File: config.mk
export PLATFORM = sky130hd
export DESIGN_NAME = utf8_string_validator
export DESIGN_NICKNAME = d
export VERILOG_FILES = /design/src/rtl/core/utf8v_pkg.sv /design/src/rtl/core/utf8_string_validator.sv /design/src/rtl/core/utf8v_check.sv
export SDC_FILE = /design/constraint.sdc
export NUM_CORES = 1
export LEC_CHECK = 0
export BUFFER_PORTS_ARGS = -buffer_cell sky130_fd_sc_hd__buf_2
export CAP_MARGIN = 5
export CORE_UTILIZATION = 40
export CTS_CLUSTER_SIZE = 14
export DETAILED_ROUTE_END_ITERATION = 6
export SETUP_SLACK_MARGIN = 0.3
export SYNTH_ARGS = -nofsm -noshare
export SYNTH_HDL_FRONTEND = slang
export SYNTH_SLANG_ARGS = --single-unit
File: constraint.sdc
create_clock -name clk -period 5.68 [get_ports clk]
set_input_delay 1.136 -clock clk [delete_from_list [all_inputs] [get_ports clk]]
set_output_delay 1.136 -clock clk [all_outputs]
set_load 0.01 [all_outputs]
File: src/rtl/core/utf8v_pkg.sv
package utf8v_pkg;

    localparam int unsigned BYTE_W  = 8;
    localparam int unsigned COUNT_W = 17;
    localparam int unsigned CP_W    = 21;
    localparam int unsigned LEN_W   = 16;

    localparam logic CFG_ALLOW_EMPTY = 1'b0;
    localparam logic CFG_MAX_LENGTH  = 1'b1;

    localparam logic             ALLOW_EMPTY_RST = 1'b1;
    localparam logic [LEN_W-1:0] MAX_LENGTH_RST  = 16'd4096;

    localparam logic [COUNT_W-1:0] COUNT_MAX = 17'h1FFFF;

    localparam logic [CP_W-1:0] CP_MAX  = 21'h10FFFF;
    localparam logic [CP_W-1:0] SURR_LO = 21'h00D800;
    localparam logic [CP_W-1:0] SURR_HI = 21'h00DFFF;
    localparam logic [CP_W-1:0] MIN_2B  = 21'h000080;
    localparam logic [CP_W-1:0] MIN_3B  = 21'h000800;
    localparam logic [CP_W-1:0] MIN_4B  = 21'h010000;

    localparam logic [BYTE_W-1:0] ASCII_MAX  = 8'h7F;
    localparam logic [BYTE_W-1:0] LEAD2_MASK = 8'hE0;
    localparam logic [BYTE_W-1:0] LEAD2_VAL  = 8'hC0;
    localparam logic [BYTE_W-1:0] LEAD3_MASK = 8'hF0;
    localparam logic [BYTE_W-1:0] LEAD3_VAL  = 8'hE0;
    localparam logic [BYTE_W-1:0] LEAD4_MASK = 8'hF8;
    localparam logic [BYTE_W-1:0] LEAD4_VAL  = 8'hF0;
    localparam logic [BYTE_W-1:0] TAIL_MASK  = 8'hC0;
    localparam logic [BYTE_W-1:0] TAIL_VAL   = 8'h80;
    localparam logic [BYTE_W-1:0] TAIL_BITS  = 8'h3F;

    typedef struct packed {
        logic [BYTE_W-1:0] data_byte;
        logic              no_byte;
        logic              end_of_string;
    } item_t;

    typedef struct packed {
        logic             allow_empty;
        logic [LEN_W-1:0] max_length;
    } cfg_t;

endpackage

File: src/rtl/core/utf8_string_validator.sv
// UTF-8 string validator.
// Input stream s_axis: one byte of the string per word in tdata; tuser set
// marks a word that carries no byte (an empty string is a single such word
// with tlast set); tlast marks the final word of the string.
// Output stream m_axis: one word per string, produced for the word carrying
// tlast; tdata bit 0 is 1 when the string is strict UTF-8, holds no zero byte,
// has no cut-off sequence, is no longer than max_length bytes and is not
// empty unless allow_empty is 1. Config channel: cfg_index 0 writes
// allow_empty (cfg_data bit 0), index 1 writes max_length (cfg_data); write
// only while no string is in flight. Throughput: one word per cycle while
// s_axis_tready is high, set by one pass through the decoder between the
// input register and the result register. Reset clears the decoder, the
// pipeline and restores allow_empty = 1, max_length = 4096. When m_axis
// stalls the verdict holds in its register; words without tlast keep
// flowing until a second verdict is ready, then s_axis_tready drops until
// the output drains.
module utf8_string_validator
    import utf8v_pkg::*;
(
    input  logic                 clk,
    input  logic                 rst_n,
    input  logic                 s_axis_tvalid,
    output logic                 s_axis_tready,
    input  logic [BYTE_W-1:0]    s_axis_tdata,   // [7:0] data_byte
    input  logic                 s_axis_tuser,   // [0] no_byte
    input  logic                 s_axis_tlast,
    output logic                 m_axis_tvalid,
    input  logic                 m_axis_tready,
    output logic [7:0]           m_axis_tdata,   // [0] string_ok, [7:1] zero
    input  logic                 cfg_valid,
    output logic                 cfg_ready,
    input  logic                 cfg_index,
    input  logic [LEN_W-1:0]     cfg_data
);

    cfg_t  cfg_reg;
    item_t in_item_reg;
    logic  in_valid_reg;
    logic  out_valid_reg;
    logic  out_ok_reg;

    logic  out_free;
    logic  consume;
    logic  string_ok;

    assign out_free      = !out_valid_reg || m_axis_tready;
    assign consume       = in_valid_reg && (!in_item_reg.end_of_string || out_free);
    assign s_axis_tready = !in_valid_reg || consume;
    assign cfg_ready     = 1'b1;

    always_ff @(posedge clk or negedge rst_n)
    begin
        if (!rst_n)
        begin
            cfg_reg.allow_empty <= ALLOW_EMPTY_RST;
            cfg_reg.max_length  <= MAX_LENGTH_RST;
        end
        else if (cfg_valid)
        begin
            case (cfg_index)
                CFG_ALLOW_EMPTY: cfg_reg.allow_empty <= cfg_data[0];
                CFG_MAX_LENGTH:  cfg_reg.max_length  <= cfg_data;
                default:         cfg_reg             <= cfg_reg;
            endcase
        end
    end

    always_ff @(posedge clk or negedge rst_n)
    begin
        if (!rst_n)
            in_valid_reg <= 1'b0;
        else if (s_axis_tready)
            in_valid_reg <= s_axis_tvalid;
    end

    always_ff @(posedge clk)
    begin
        if (s_axis_tready && s_axis_tvalid)
        begin
            in_item_reg.data_byte     <= s_axis_tdata;
            in_item_reg.no_byte       <= s_axis_tuser;
            in_item_reg.end_of_string <= s_axis_tlast;
        end
    end

    utf8v_check u_check (
        .clk       (clk),
        .rst_n     (rst_n),
        .step      (consume),
        .item      (in_item_reg),
        .cfg       (cfg_reg),
        .string_ok (string_ok)
    );

    always_ff @(posedge clk or negedge rst_n)
    begin
        if (!rst_n)
            out_valid_reg <= 1'b0;
        else if (out_free)
            out_valid_reg <= consume && in_item_reg.end_of_string;
    end

    always_ff @(posedge clk)
    begin
        if (out_free && consume && in_item_reg.end_of_string)
            out_ok_reg <= string_ok;
    end

    assign m_axis_tvalid = out_valid_reg;
    assign m_axis_tdata  = {7'd0, out_ok_reg};

`ifndef NO_ASSERTIONS
    a_ready_when_empty: assert property (@(posedge clk) disable iff (!rst_n)
        !in_valid_reg |-> s_axis_tready)
        else $error("input stage empty but not ready");

    a_verdict_source: assert property (@(posedge clk) disable iff (!rst_n)
        $rose(out_valid_reg) |-> $past(consume && in_item_reg.end_of_string))
        else $error("verdict without a final word");

    a_stall_holds_item: assert property (@(posedge clk) disable iff (!rst_n)
        in_valid_reg && !consume |=> in_valid_reg && $stable(in_item_reg))
        else $error("stalled word lost from input stage");
`endif

endmodule

File: src/rtl/core/utf8v_check.sv
module utf8v_check
    import utf8v_pkg::*;
(
    input  logic  clk,
    input  logic  rst_n,
    input  logic  step,
    input  item_t item,
    input  cfg_t  cfg,
    output logic  string_ok
);

    logic [1:0]         tails_left_reg, tails_left_next;
    logic [1:0]         seq_length_reg, seq_length_next;
    logic [CP_W-1:0]    code_point_acc_reg, code_point_acc_next;
    logic [COUNT_W-1:0] byte_count_reg, byte_count_next;
    logic               error_seen_reg, error_seen_next;

    logic [BYTE_W-1:0]  b;
    logic [CP_W-1:0]    cp_shift;
    logic [CP_W-1:0]    cp_min;

    assign b        = item.data_byte;
    assign cp_shift = {code_point_acc_reg[CP_W-7:0], b[5:0] & TAIL_BITS[5:0]};

    always_comb
    begin
        case (seq_length_reg)
            2'd1:    cp_min = MIN_2B;
            2'd2:    cp_min = MIN_3B;
            default: cp_min = MIN_4B;
        endcase
    end

    always_comb
    begin
        tails_left_next     = tails_left_reg;
        seq_length_next     = seq_length_reg;
        code_point_acc_next = code_point_acc_reg;
        byte_count_next     = byte_count_reg;
        error_seen_next     = error_seen_reg;
        string_ok           = 1'b0;

        if (step && !item.no_byte)
        begin
            if (byte_count_reg != COUNT_MAX)
                byte_count_next = byte_count_reg + 17'd1;
            if (b == '0)
                error_seen_next = 1'b1;

            if (tails_left_reg == 2'd0)
            begin
                if (b <= ASCII_MAX)
                begin
                end
                else if ((b & LEAD2_MASK) == LEAD2_VAL)
                begin
                    seq_length_next     = 2'd1;
                    tails_left_next     = 2'd1;
                    code_point_acc_next = {16'd0, b[4:0]};
                end
                else if ((b & LEAD3_MASK) == LEAD3_VAL)
                begin
                    seq_length_next     = 2'd2;
                    tails_left_next     = 2'd2;
                    code_point_acc_next = {17'd0, b[3:0]};
                end
                else if ((b & LEAD4_MASK) == LEAD4_VAL)
                begin
                    seq_length_next     = 2'd3;
                    tails_left_next     = 2'd3;
                    code_point_acc_next = {18'd0, b[2:0]};
                end
                else
                begin
                    error_seen_next = 1'b1;
                end
            end
            else if ((b & TAIL_MASK) != TAIL_VAL)
            begin
                error_seen_next = 1'b1;
                tails_left_next = 2'd0;
            end
            else
            begin
                code_point_acc_next = cp_shift;
                tails_left_next     = tails_left_reg - 2'd1;
                if (tails_left_reg == 2'd1)
                begin
                    if (cp_shift < cp_min || cp_shift > CP_MAX
                        || (cp_shift inside {[SURR_LO:SURR_HI]}))
                        error_seen_next = 1'b1;
                end
            end
        end

        if (step && item.end_of_string)
        begin
            string_ok = !error_seen_next && tails_left_next == 2'd0
                        && byte_count_next <= {1'b0, cfg.max_length}
                        && !(byte_count_next == '0 && !cfg.allow_empty);
            tails_left_next     = 2'd0;
            seq_length_next     = 2'd0;
            code_point_acc_next = '0;
            byte_count_next     = '0;
            error_seen_next     = 1'b0;
        end
    end

    always_ff @(posedge clk or negedge rst_n)
    begin
        if (!rst_n)
        begin
            tails_left_reg     <= 2'd0;
            seq_length_reg     <= 2'd0;
            code_point_acc_reg <= '0;
            byte_count_reg     <= '0;
            error_seen_reg     <= 1'b0;
        end
        else
        begin
            tails_left_reg     <= tails_left_next;
            seq_length_reg     <= seq_length_next;
            code_point_acc_reg <= code_point_acc_next;
            byte_count_reg     <= byte_count_next;
            error_seen_reg     <= error_seen_next;
        end
    end

`ifndef NO_ASSERTIONS
    a_clear_after_end: assert property (@(posedge clk) disable iff (!rst_n)
        step && item.end_of_string |=> byte_count_reg == '0 && tails_left_reg == 2'd0
            && !error_seen_reg)
        else $error("string state not cleared after verdict");

    a_tails_bounded: assert property (@(posedge clk) disable iff (!rst_n)
        tails_left_reg <= seq_length_reg)
        else $error("more continuation bytes owed than sequence holds");

    a_empty_clean: assert property (@(posedge clk) disable iff (!rst_n)
        byte_count_reg == '0 |-> tails_left_reg == 2'd0 && !error_seen_reg)
        else $error("decode state set with no byte seen");

    a_hold_idle: assert property (@(posedge clk) disable iff (!rst_n)
        !step |=> $stable(byte_count_reg) && $stable(tails_left_reg))
        else $error("state moved without an item");
`endif

endmodule

==> results.txt, run 1 <==
Worst Tran Pin Value: 0.716 ns
gpl congestion: 0.817
worst setup margin: 1.74 ns
PwrDens: 291 mW/mm²
Die H: 99.5 µm
clock sink total: 67
HP Class: reg -> reg
clk_skew: 0.0158 ns
Post-CTS Setup Inserts: 0
Crit path largest cell delay: 0.47 ns
multiplexer share of the synthesized area: 5.56%
TritonCTS buffer count: 9
largest net degree at the start of global routing: 57
total grt overflow: 0
initial core utilization: 41.2%
Highest Clock Rate: 0.254 GHz
most used cell, CP: a21o_1
hold endpoint: u_check.code_point_acc_reg[0]$_DFFE_PN0P_
initial antenna violation count: 0
# IOs: 43
Fin. Hold Viols: 0
drt first pass iters: 4
die span in x: 99.5 µm
hold_sp: u_check.code_point_acc_reg[0]$_DFFE_PN0P_
Synth Register Bits: 67
RR Startpoint: u_check.byte_count_reg[0]$_DFF_PN0_
Post-synth EDFFs: 11
CTS Buffer Depth: 2
placed instance area: 0.00405 mm²
layout cells sized above 1: 20.7%
DR vias/cell: 5.14
initial DRC count: 75
PortBufs: 34
relative slew slack: 52.3%
crit-path cells: buf_2 -> nand3b_1 -> nand2_1 -> a21oi_4 -> and2_2 -> xor2_1 -> ha_1 -> a21o_1 -> a21o_1 -> a21oi_1 -> o32ai_1 -> a2111oi_0 -> o2111ai_1 -> a31oi_1
Yosys Warn Count: 0
final setup TNS: 0 ns
Setup Crit Path Kind: in -> reg
CTS tree: done
most common cell after layout, fill and taps aside: dfrtp_1
Final Max Slew Viols: 0
Die Footprint: 0.00991 mm²
Place WS: 1.47 ns
Total Wirelength: 7800 µm
MaxCap Viol Count: 0
Syn Inst Count: 378
post-route cell area: 0.00425 mm²
FF-to-FF setup slack: 1.77 ns
endpoints failing setup: 0
Synth Cell Area: 0.00380 mm²
wire length per cell: 14.3 µm
FP Rows: 35
FFs w/ async S/R, synth: 83.6%
hold buffers post-CTS: 0
P&R area growth vs syn: 11.7%
H-tree levels: 3
Finished Core Util: 46.0%
hold path depth: 2
DRC Markers: 0
gr usage total: 16.6%
sequential fraction of the synthesis area: 45.6%
Post-DP HPWL: 5620 µm
Synth Area in Simple Gates: 22.0%
Root Driver: clkbuf_8
CP startpoint kind: input port
vias in the first global route: 2,807
min Tclk post-route: 3.94 ns
Synth Area in XOR/XNOR: 3.68%
Critical Path RT: 5.87 ns
r2r endpoint: out_ok_reg$_SDFFCE_PN0P_
Avg Cell Area, Syn: 10.1 µm²
Nets: 466
CP max FO: 11
largest family of logic cells by synthesized area: simple AND/OR/NAND/NOR gates
Core Footprint: 0.00924 mm²
outcome: finished, final reports clean
Worst Path Arrival: 4.13 ns
Crit-path slowest cell: a2111oi_0
Primary FF master, synth: dfrtp_1
commonest non-fill, non-tap cells in the layout: dfrtp_1 (54), nand3_1 (41), buf_2 (34), nand2_1 (30), inv_1 (30)
diode count: 0
vias: 2,801
Clock Pin Slew Worst Setup and Hold Paths: 0.07 ns
Synth Area in Compound Gates: 9.01%
r2r worst-path depth: 14
CP endpoint kind: flop
clock latency on the worst-skew pair: 0.35 ns
period utilisation layout: 69.4%
Pleak: 2.07 nW
post-synth cell types: 61
Worst VDD drop: 0.175 mV
Post-CTS Resized: 0
DRT antenna net count: 0
RSZ-0062 raised after global routing: false
synthesized-area fraction occupied by adder cells: 7.56%
first-pass GRT wire length: 13,000 µm
==> logic make-up after synthesis <==
group           Yosys count
mux                      19
simple gates            151
xor+xnor                 16
buf+inv                  51
compound gates           49
other cells               2
flops                    67
fa+ha+maj                23
==> through the flow <==
| stage | cells | power [mW] | hold slack, ns |
|---|---|---|---|
| after floorplan | 384 | 0.765 | 0.459 |
| after global placement | 529 | 0.833 | 0.472 |
| after detailed placement | 529 | 0.839 | 0.477 |
| after CTS | 545 | 1.25 | 0.495 |
| after global routing | 545 | 1.31 | 0.520 |
| final | 545 | 1.23 | 0.490 |
==> critical path, delay by kind of cell <==
kind,cells,cell delay (ns)
compound gates,8,1.75
fa+ha+maj,1,0.32
xor+xnor,1,0.31
simple gates,3,0.54
buf+inv,1,0.09
==> worst max path at each step <==
stage,from,end
after global routing,u_check.byte_count_reg[0]$_DFF_PN0_,out_ok_reg$_SDFFCE_PN0P_
after floorplan,m_axis_tready,out_ok_reg$_SDFFCE_PN0P_
after CTS,m_axis_tready,out_ok_reg$_SDFFCE_PN0P_
final,m_axis_tready,out_ok_reg$_SDFFCE_PN0P_
after global placement,m_axis_tready,out_ok_reg$_SDFFCE_PN0P_
after detailed placement,m_axis_tready,out_ok_reg$_SDFFCE_PN0P_
==> synth_stat cells (4+ instances only) <==
cell type | n | area, µm²
buf_4 | 9 | 67.6
a21o_1 | 5 | 37.5
nand3_1 | 41 | 205
and2_1 | 14 | 87.6
mux2_2 | 17 | 191
xnor2_1 | 10 | 87.6
a31oi_1 | 4 | 25.0
clkbuf_1 | 8 | 30.0
dfrtp_1 | 54 | 1350
nand2b_1 | 4 | 25.0
xor2_1 | 6 | 52.6
ha_1 | 23 | 288
inv_1 | 30 | 113
edfxtp_1 | 11 | 330
a21oi_1 | 9 | 45.0
nor4_1 | 5 | 31.3
nand2_1 | 30 | 113
o211ai_1 | 4 | 30.0
nand4_1 | 7 | 43.8
nor2_1 | 19 | 71.3
o21ai_0 | 10 | 50.1
==> metal layers <==
layer / wire, µm / track usage, % / up-vias
li1: - / - / 1383
met1: 3610 / 20.2 / 1361
met2: 3850 / 28.9 / 50
met3: 256 / 4.50 / 7
met4: 85 / 4.64 / 0
met5: 0 / 0 / -
==> final cells by class <==
class	instances	area (µm²)
clock buffers	14	163
fillers	916	4990
repair buffers	37	193
multi-input cells	266	1850
well taps	129	161
inverters	30	113
clock inverters	2	35.0
flip-flops and latches	67	1730
==> power breakdown <==
group	internal, mW	switching, mW
Clock	0.227	0.179
Combinational	0.102	0.139
Sequential	0.545	0.0422
Note: power is estimated with default switching activity, not from simulation.
==> inputs of run 2 (changes only) <==
==> constraint.sdc (replaced) <==
create_clock -name clk -period 3.25 [get_ports clk]
set_input_delay 0.65 -clock clk [delete_from_list [all_inputs] [get_ports clk]]
set_output_delay 0.65 -clock clk [all_outputs]
set_load 0.01 [all_outputs]
==> results.txt, run 2 (synthesis gave the netlist of run 1 again) <==
largest net degree at the start of global routing: 46 (-19%)
H-tree levels: 3 (unchanged)
Highest Clock Rate: 0.317 GHz
Pleak: 2.25 nW (+8.7%)
Core Footprint: 0.00924 mm² (unchanged)
placed instance area: 0.00431 mm² (+6.3%)
vias: 2,872 (+2.5%)
endpoints failing setup: 0 (unchanged)
layout cells sized above 1: 29.6% (+8.9 points)
Worst VDD drop: 0.247 mV (+41%)
met2 Usage GRT: 29.1% (+0.16 points)
GR Util met1: 23.8% (+3.6 points)
Nets: 496 (+6.4%)
PortBufs: 34 (unchanged)
Critical Path RT: 3.35 ns (-2.52 ns)
clock latency on the worst-skew pair: 0.36 ns (about the same)
most used cell, CP: nand4_1
DRC Markers: 0 (unchanged)
P&R area growth vs syn: 20.3%
initial antenna violation count: 0 (unchanged)
diode count: 0 (unchanged)
hold buffers post-CTS: 0 (unchanged)
initial DRC count: 117 (+56%)
relative slew slack: 31.4% (-21 points)
Die H: 99.5 µm (unchanged)
post-route cell area: 0.00458 mm² (+7.7%)
Place WS: -0.0867 ns (-1.56 ns)
Crit-path slowest cell: dfrtp_1
initial core utilization: 41.2% (unchanged)
outcome: finished, final reports clean
TritonCTS buffer count: 9 (unchanged)
DRT antenna net count: 0 (unchanged)
Post-DP HPWL: 5960 µm (+6.0%)
worst setup margin: 0.0961 ns (-1.64 ns)
PwrDens: 496 mW/mm² (+71%)
Worst Path Arrival: 3.25 ns (-0.88 ns)
Clock Pin Slew Worst Setup and Hold Paths: 0.08 ns (about the same)
global route hottest layer: met2
CP startpoint kind: flop
CP endpoint kind: flop
DR vias/cell: 4.99 (-2.8%)
Root Driver: clkbuf_8
Final Max Slew Viols: 0 (unchanged)
Total Wirelength: 8050 µm (+3.2%)
CTS tree: done
RSZ-0062 raised after global routing: true
die span in x: 99.5 µm (unchanged)
Fin. Hold Viols: 0 (unchanged)
clk_skew: 0.00692 ns (-0.00886 ns)
most common cell after layout, fill and taps aside: dfrtp_1
min Tclk post-route: 3.15 ns
gr usage total: 18.0% (+1.4 points)
CP max FO: 4 (-7)
crit-path cells: ha_2 -> and4_4 -> buf_4 -> nand4_1 -> a211oi_2 -> xnor2_1 -> inv_1 -> ha_1 -> nand4_1 -> or2_4 -> o32ai_2 -> a2111oi_2 -> o2111ai_1 -> a31oi_1
HP Class: in -> async
first-pass GRT wire length: 13,700 µm (+5.6%)
vias in the first global route: 2,836 (+1.0%)
CTS Buffer Depth: 2 (unchanged)
Die Footprint: 0.00991 mm² (unchanged)
Setup Crit Path Kind: reg -> reg
total grt overflow: 0 (unchanged)
M3 GR Usage: 3.58% (-0.91 points)
clock sink total: 67 (unchanged)
commonest non-fill, non-tap cells in the layout: dfrtp_1 (54), nand3_1 (39), buf_2 (34), buf_4 (33)
Crit path largest cell delay: 0.36 ns (-0.11 ns)
FP Rows: 35 (unchanged)
wire length per cell: 14.0 µm (-2.2%)
drt first pass iters: 4 (unchanged)
# IOs: 43 (unchanged)
MaxCap Viol Count: 0 (unchanged)
Worst Tran Pin Value: 1.03 ns (+0.314 ns)
gpl congestion: 0.896 (+9.7%)
period utilisation layout: 97.0%
==> run 2: layout make-up <==
cell class	instances	area [µm²]
well taps	129	161
clock inverters	6	90.1
fillers	848	4660
clock buffers	10	128
repair buffers	67	418
inverters	30	113
flip-flops and latches	67	1730
multi-input cells	266	1930
==> run 2: worst paths after layout <==
path	from	endpoint	slack (ns)	cells past startpoint
max	u_check.byte_count_reg[1]$_DFF_PN0_	out_ok_reg$_SDFFCE_PN0P_	0.1	14
min	rst_n	u_check.code_point_acc_reg[6]$_DFFE_PN0P_	0.46	1
max reg2reg	u_check.byte_count_reg[1]$_DFF_PN0_	out_ok_reg$_SDFFCE_PN0P_	0.1	14
min reg2reg	u_check.code_point_acc_reg[0]$_DFFE_PN0P_	u_check.code_point_acc_reg[0]$_DFFE_PN0P_	0.49	2
max in group asynchronous	rst_n	u_check.byte_count_reg[8]$_DFF_PN0_	2.02	2
min in group clk	s_axis_tlast	in_item_reg[0]$_DFFE_PP_	0.47	1
==> run 2: routing by layer <==
layer	part of all wire [%]	routed length [µm]
met5	0	0
met4	1.3	101
met2	48	3870
met3	3.3	263
met1	47	3810
==> run 2: metrics by stage <==
step / TNS [ns] / utilization [%] / instances / hold WS, ns / power, mW
2_1_floorplan: 0 / - / 384 / 0.354 / 1.35
6_report: 0 / 49.5 / 575 / 0.462 / 2.27
3_5_place_dp: -0.0867 / 46.6 / 555 / 0.477 / 1.50
3_3_place_gp: -0.00186 / 46.6 / 555 / 0.475 / 1.49
4_1_cts: 0 / 49.2 / 573 / 0.452 / 2.29
5_1_grt: -0.0976 / 49.5 / 575 / 0.448 / 2.41
==> run 2: power breakdown <==
part           internal [mW]  switching (mW)
Combinational          0.216           0.262
Clock                  0.433           0.340
Sequential             0.952          0.0664
==> run 2: critical path, delay by kind of cell, from the launching register on <==
kind / cells / cell delay, ns
adder cells (fa/ha/maj): 2 / 0.49
buffers and inverters: 2 / 0.19
flip-flops: 1 / 0.36
XOR/XNOR: 1 / 0.19
AND/OR/NAND/NOR: 4 / 0.82
AO/OA/AOI/OAI: 5 / 0.84
==> run 2: timing repair <==
action	CTS	global route
gates resized for setup	2	3
endpoints found under the setup margin	1	1
setup buffers	2	2
pin swaps	2	2
==> inputs of run 3 (changes only) <==
--- a/config.mk
+++ b/config.mk
@@ -7,9 +7,11 @@
 export LEC_CHECK = 0
 export BUFFER_PORTS_ARGS = -buffer_cell sky130_fd_sc_hd__buf_2
 export CAP_MARGIN = 5
+export CORE_ASPECT_RATIO = 0.7
 export CORE_UTILIZATION = 40
 export CTS_CLUSTER_SIZE = 14
 export DETAILED_ROUTE_END_ITERATION = 6
+export GPL_TIMING_DRIVEN = 0
 export SETUP_SLACK_MARGIN = 0.3
 export SYNTH_ARGS = -nofsm -noshare
 export SYNTH_HDL_FRONTEND = slang
==> results.txt, run 3 (synthesis gave the netlist of run 1 again) <==
crit-path cells: ha_4 -> and4_4 -> and4_4 -> a21oi_4 -> buf_6 -> buf_4 -> mux2i_1 -> inv_1 -> ha_1 -> a21o_1 -> a21o_1 -> a21oi_4 -> o32ai_4 -> a2111oi_4 -> o2111ai_2 -> a31oi_1
P&R area growth vs syn: 27.3%
Worst Path Arrival: 3.49 ns (+0.24 ns)
GR Util met1: 29.0% (+5.1 points)
Root Driver: clkbuf_16
post-route cell area: 0.00484 mm² (+5.9%)
clock latency on the worst-skew pair: 0.33 ns (-0.03 ns)
Die H: 83.6 µm (-16%)
M3 GR Usage: 3.48% (-0.10 points)
period utilisation layout: 102% (+5.1 points)
worst hold margin: 0.371 ns (-0.0903 ns)
outcome: complete, but fails checks
Pleak: 2.32 nW (+3.0%)
drt first pass iters: 5 (+1)
DRT antenna net count: 0 (unchanged)
Fill cells: 822 (-3.1%)
HP Class: in -> async
Highest Clock Rate: 0.301 GHz (-5.0%)
PortBufs: 34 (unchanged)
FF+latch area: 0.00174 mm² (+0.22%)
clk_skew: 0.00940 ns (+0.00248 ns)
commonest non-fill, non-tap cells in the layout: dfrtp_1 (51), nand3_1 (38), buf_2 (34)
failing checks: setup timing
largest net degree at the start of global routing: 57 (+24%)
total grt overflow: 0 (unchanged)
initial antenna violation count: 0 (unchanged)
PwrDens: 528 mW/mm² (+6.5%)
CP startpoint kind: flop
first-pass GRT wire length: 14,600 µm (+6.8%)
H-tree levels: 3 (unchanged)
gr usage total: 19.1% (+1.1 points)
min Tclk post-route: 3.32 ns (+0.164 ns)
RSZ-0062 raised after global routing: true
Clock Pin Slew Worst Setup and Hold Paths: 0.06 ns (-0.02 ns)
Worst Tran Pin Value: 0.755 ns (-0.275 ns)
CTS tree: done
global route hottest layer: met1
hold buffers post-CTS: 0 (unchanged)
die span in x: 119 µm (+19%)
initial DRC count: 152 (+30%)
vias in the first global route: 2,818 (-0.63%)
Setup Crit Path Kind: reg -> reg
TritonCTS buffer count: 9 (unchanged)
DR vias/cell: 5.15 (+3.2%)
Final Max Slew Viols: 0 (unchanged)
Total Wirelength: 8870 µm (+10%)
clock sink total: 67 (unchanged)
relative slew slack: 49.5% (+18 points)
Worst VDD drop: 0.371 mV (+50%)
FP Rows: 29 (-17%)
layout cells sized above 1: 32.6% (+3.0 points)
placed instance area: 0.00422 mm² (-2.0%)
FF-to-FF setup slack: -0.07 ns (-0.16 ns)
MaxCap Viol Count: 0 (unchanged)
Core Footprint: 0.00914 mm² (-1.0%)
CP endpoint kind: flop
worst setup margin: -0.0683 ns (-0.164 ns)
Nets: 504 (+1.6%)
footprint of the multi-input gates: 0.00207 mm² (+7.3%)
diode count: 0 (unchanged)
Post-DP HPWL: 5940 µm (-0.32%)
Crit path largest cell delay: 0.40 ns (+0.04 ns)
met2 Usage GRT: 27.0% (-2.1 points)
endpoints failing setup: 1 (+1)
Fin. Hold Viols: 0 (unchanged)
wire length per cell: 15.3 µm (+9.6%)
Die Footprint: 0.00991 mm² (about the same)
gpl congestion: 0.841 (-6.2%)
CTS Buffer Depth: 2 (unchanged)
CP max FO: 5 (+1)
initial core utilization: 41.6% (+0.43 points)
Crit-path slowest cell: dfrtp_1
most common cell after layout, fill and taps aside: dfrtp_1
# IOs: 43 (unchanged)
vias: 2,978 (+3.7%)
Critical Path RT: 3.42 ns (+0.07 ns)
DRC Markers: 0 (unchanged)
[run 3: cell types whose count changed in the layout (fill, tap and decap cells not counted), moves of 3 or more]
cell / delta
clkbuf_16: +9
xor2_2: +3
dfrtp_2: +3
xor2_1: -3
clkbuf_8: -7
buf_6: +3
buf_4: -3
dfrtp_1: -3
clkbuf_1: +8
[run 3: path summary, 6_finish.rpt]
path	start	end	cells after the start
setup / recovery	u_check.byte_count_reg[1]$_DFF_PN0_	out_ok_reg$_SDFFCE_PN0P_	16
hold / removal	rst_n	m_axis_tvalid$_DFFE_PN0P_	1
setup reg to reg	u_check.byte_count_reg[1]$_DFF_PN0_	out_ok_reg$_SDFFCE_PN0P_	16
hold reg to reg	u_check.code_point_acc_reg[12]$_DFFE_PN0P_	u_check.code_point_acc_reg[12]$_DFFE_PN0P_	2
max in group asynchronous	rst_n	u_check.byte_count_reg[6]$_DFF_PN0_	1
min in group clk	s_axis_tdata[6]	in_item_reg[8]$_DFFE_PP_	1
[run 3: repair_timing]
action / 4_1_cts / 5_1_grt
gates resized for setup: 22 / 8
setup buffers: 11 / 8
pin swaps: 17 / 10
setup endpoints to repair: 1 / 1
gates cloned: 1 / 0
[run 3: through the flow]
stage | total power, mW | setup TNS [ns] | worst slack (ns) | util [%] | std cells
after floorplan | 1.35 | 0 | 0.252 | - | 384
after global placement | 1.47 | -0.561 | -0.561 | 46.1 | 542
after detailed placement | 1.49 | -0.551 | -0.551 | 46.1 | 542
after CTS | 2.55 | 0 | 0.0224 | 51.9 | 570
after global routing | 2.69 | -0.237 | -0.237 | 53.0 | 578
final | 2.56 | -0.0683 | -0.0683 | 53.0 | 578
[run 3: per-layer routing]
| layer | vias up | wire (µm) |
|---|---|---|
| li1 | 1457 | - |
| met1 | 1419 | 4420 |
| met2 | 92 | 3860 |
| met3 | 10 | 475 |
| met4 | 0 | 104 |
| met5 | - | 0 |
[run 3: worst max-delay path: cells and delay by family, from the launching register on]
family / cells / cell delay, ns
AO/OA/AOI/OAI: 8 / 1.37
AND/OR/NAND/NOR: 2 / 0.52
flip-flops: 1 / 0.40
buffers and inverters: 3 / 0.36
adder cells (fa/ha/maj): 2 / 0.33
multiplexers: 1 / 0.18
[run 3: where the power goes]
part / internal (mW) / total, mW / leakage (nW) / switching (mW)
Combinational: 0.242 / 0.526 / 1.34 / 0.284
Clock: 0.635 / 1.00 / 0.149 / 0.369
Sequential: 0.955 / 1.03 / 0.826 / 0.0728
[run 3: cell type report]
class	instances	share of cell area (%)
plain buffers	21	2.82
clock buffers	12	5.29
clock inverters	4	1.01
inverters	30	2.32
multi-input cells	266	42.8
flip-flops and latches	67	35.9
well taps	124	3.20
repair buffers	54	6.66
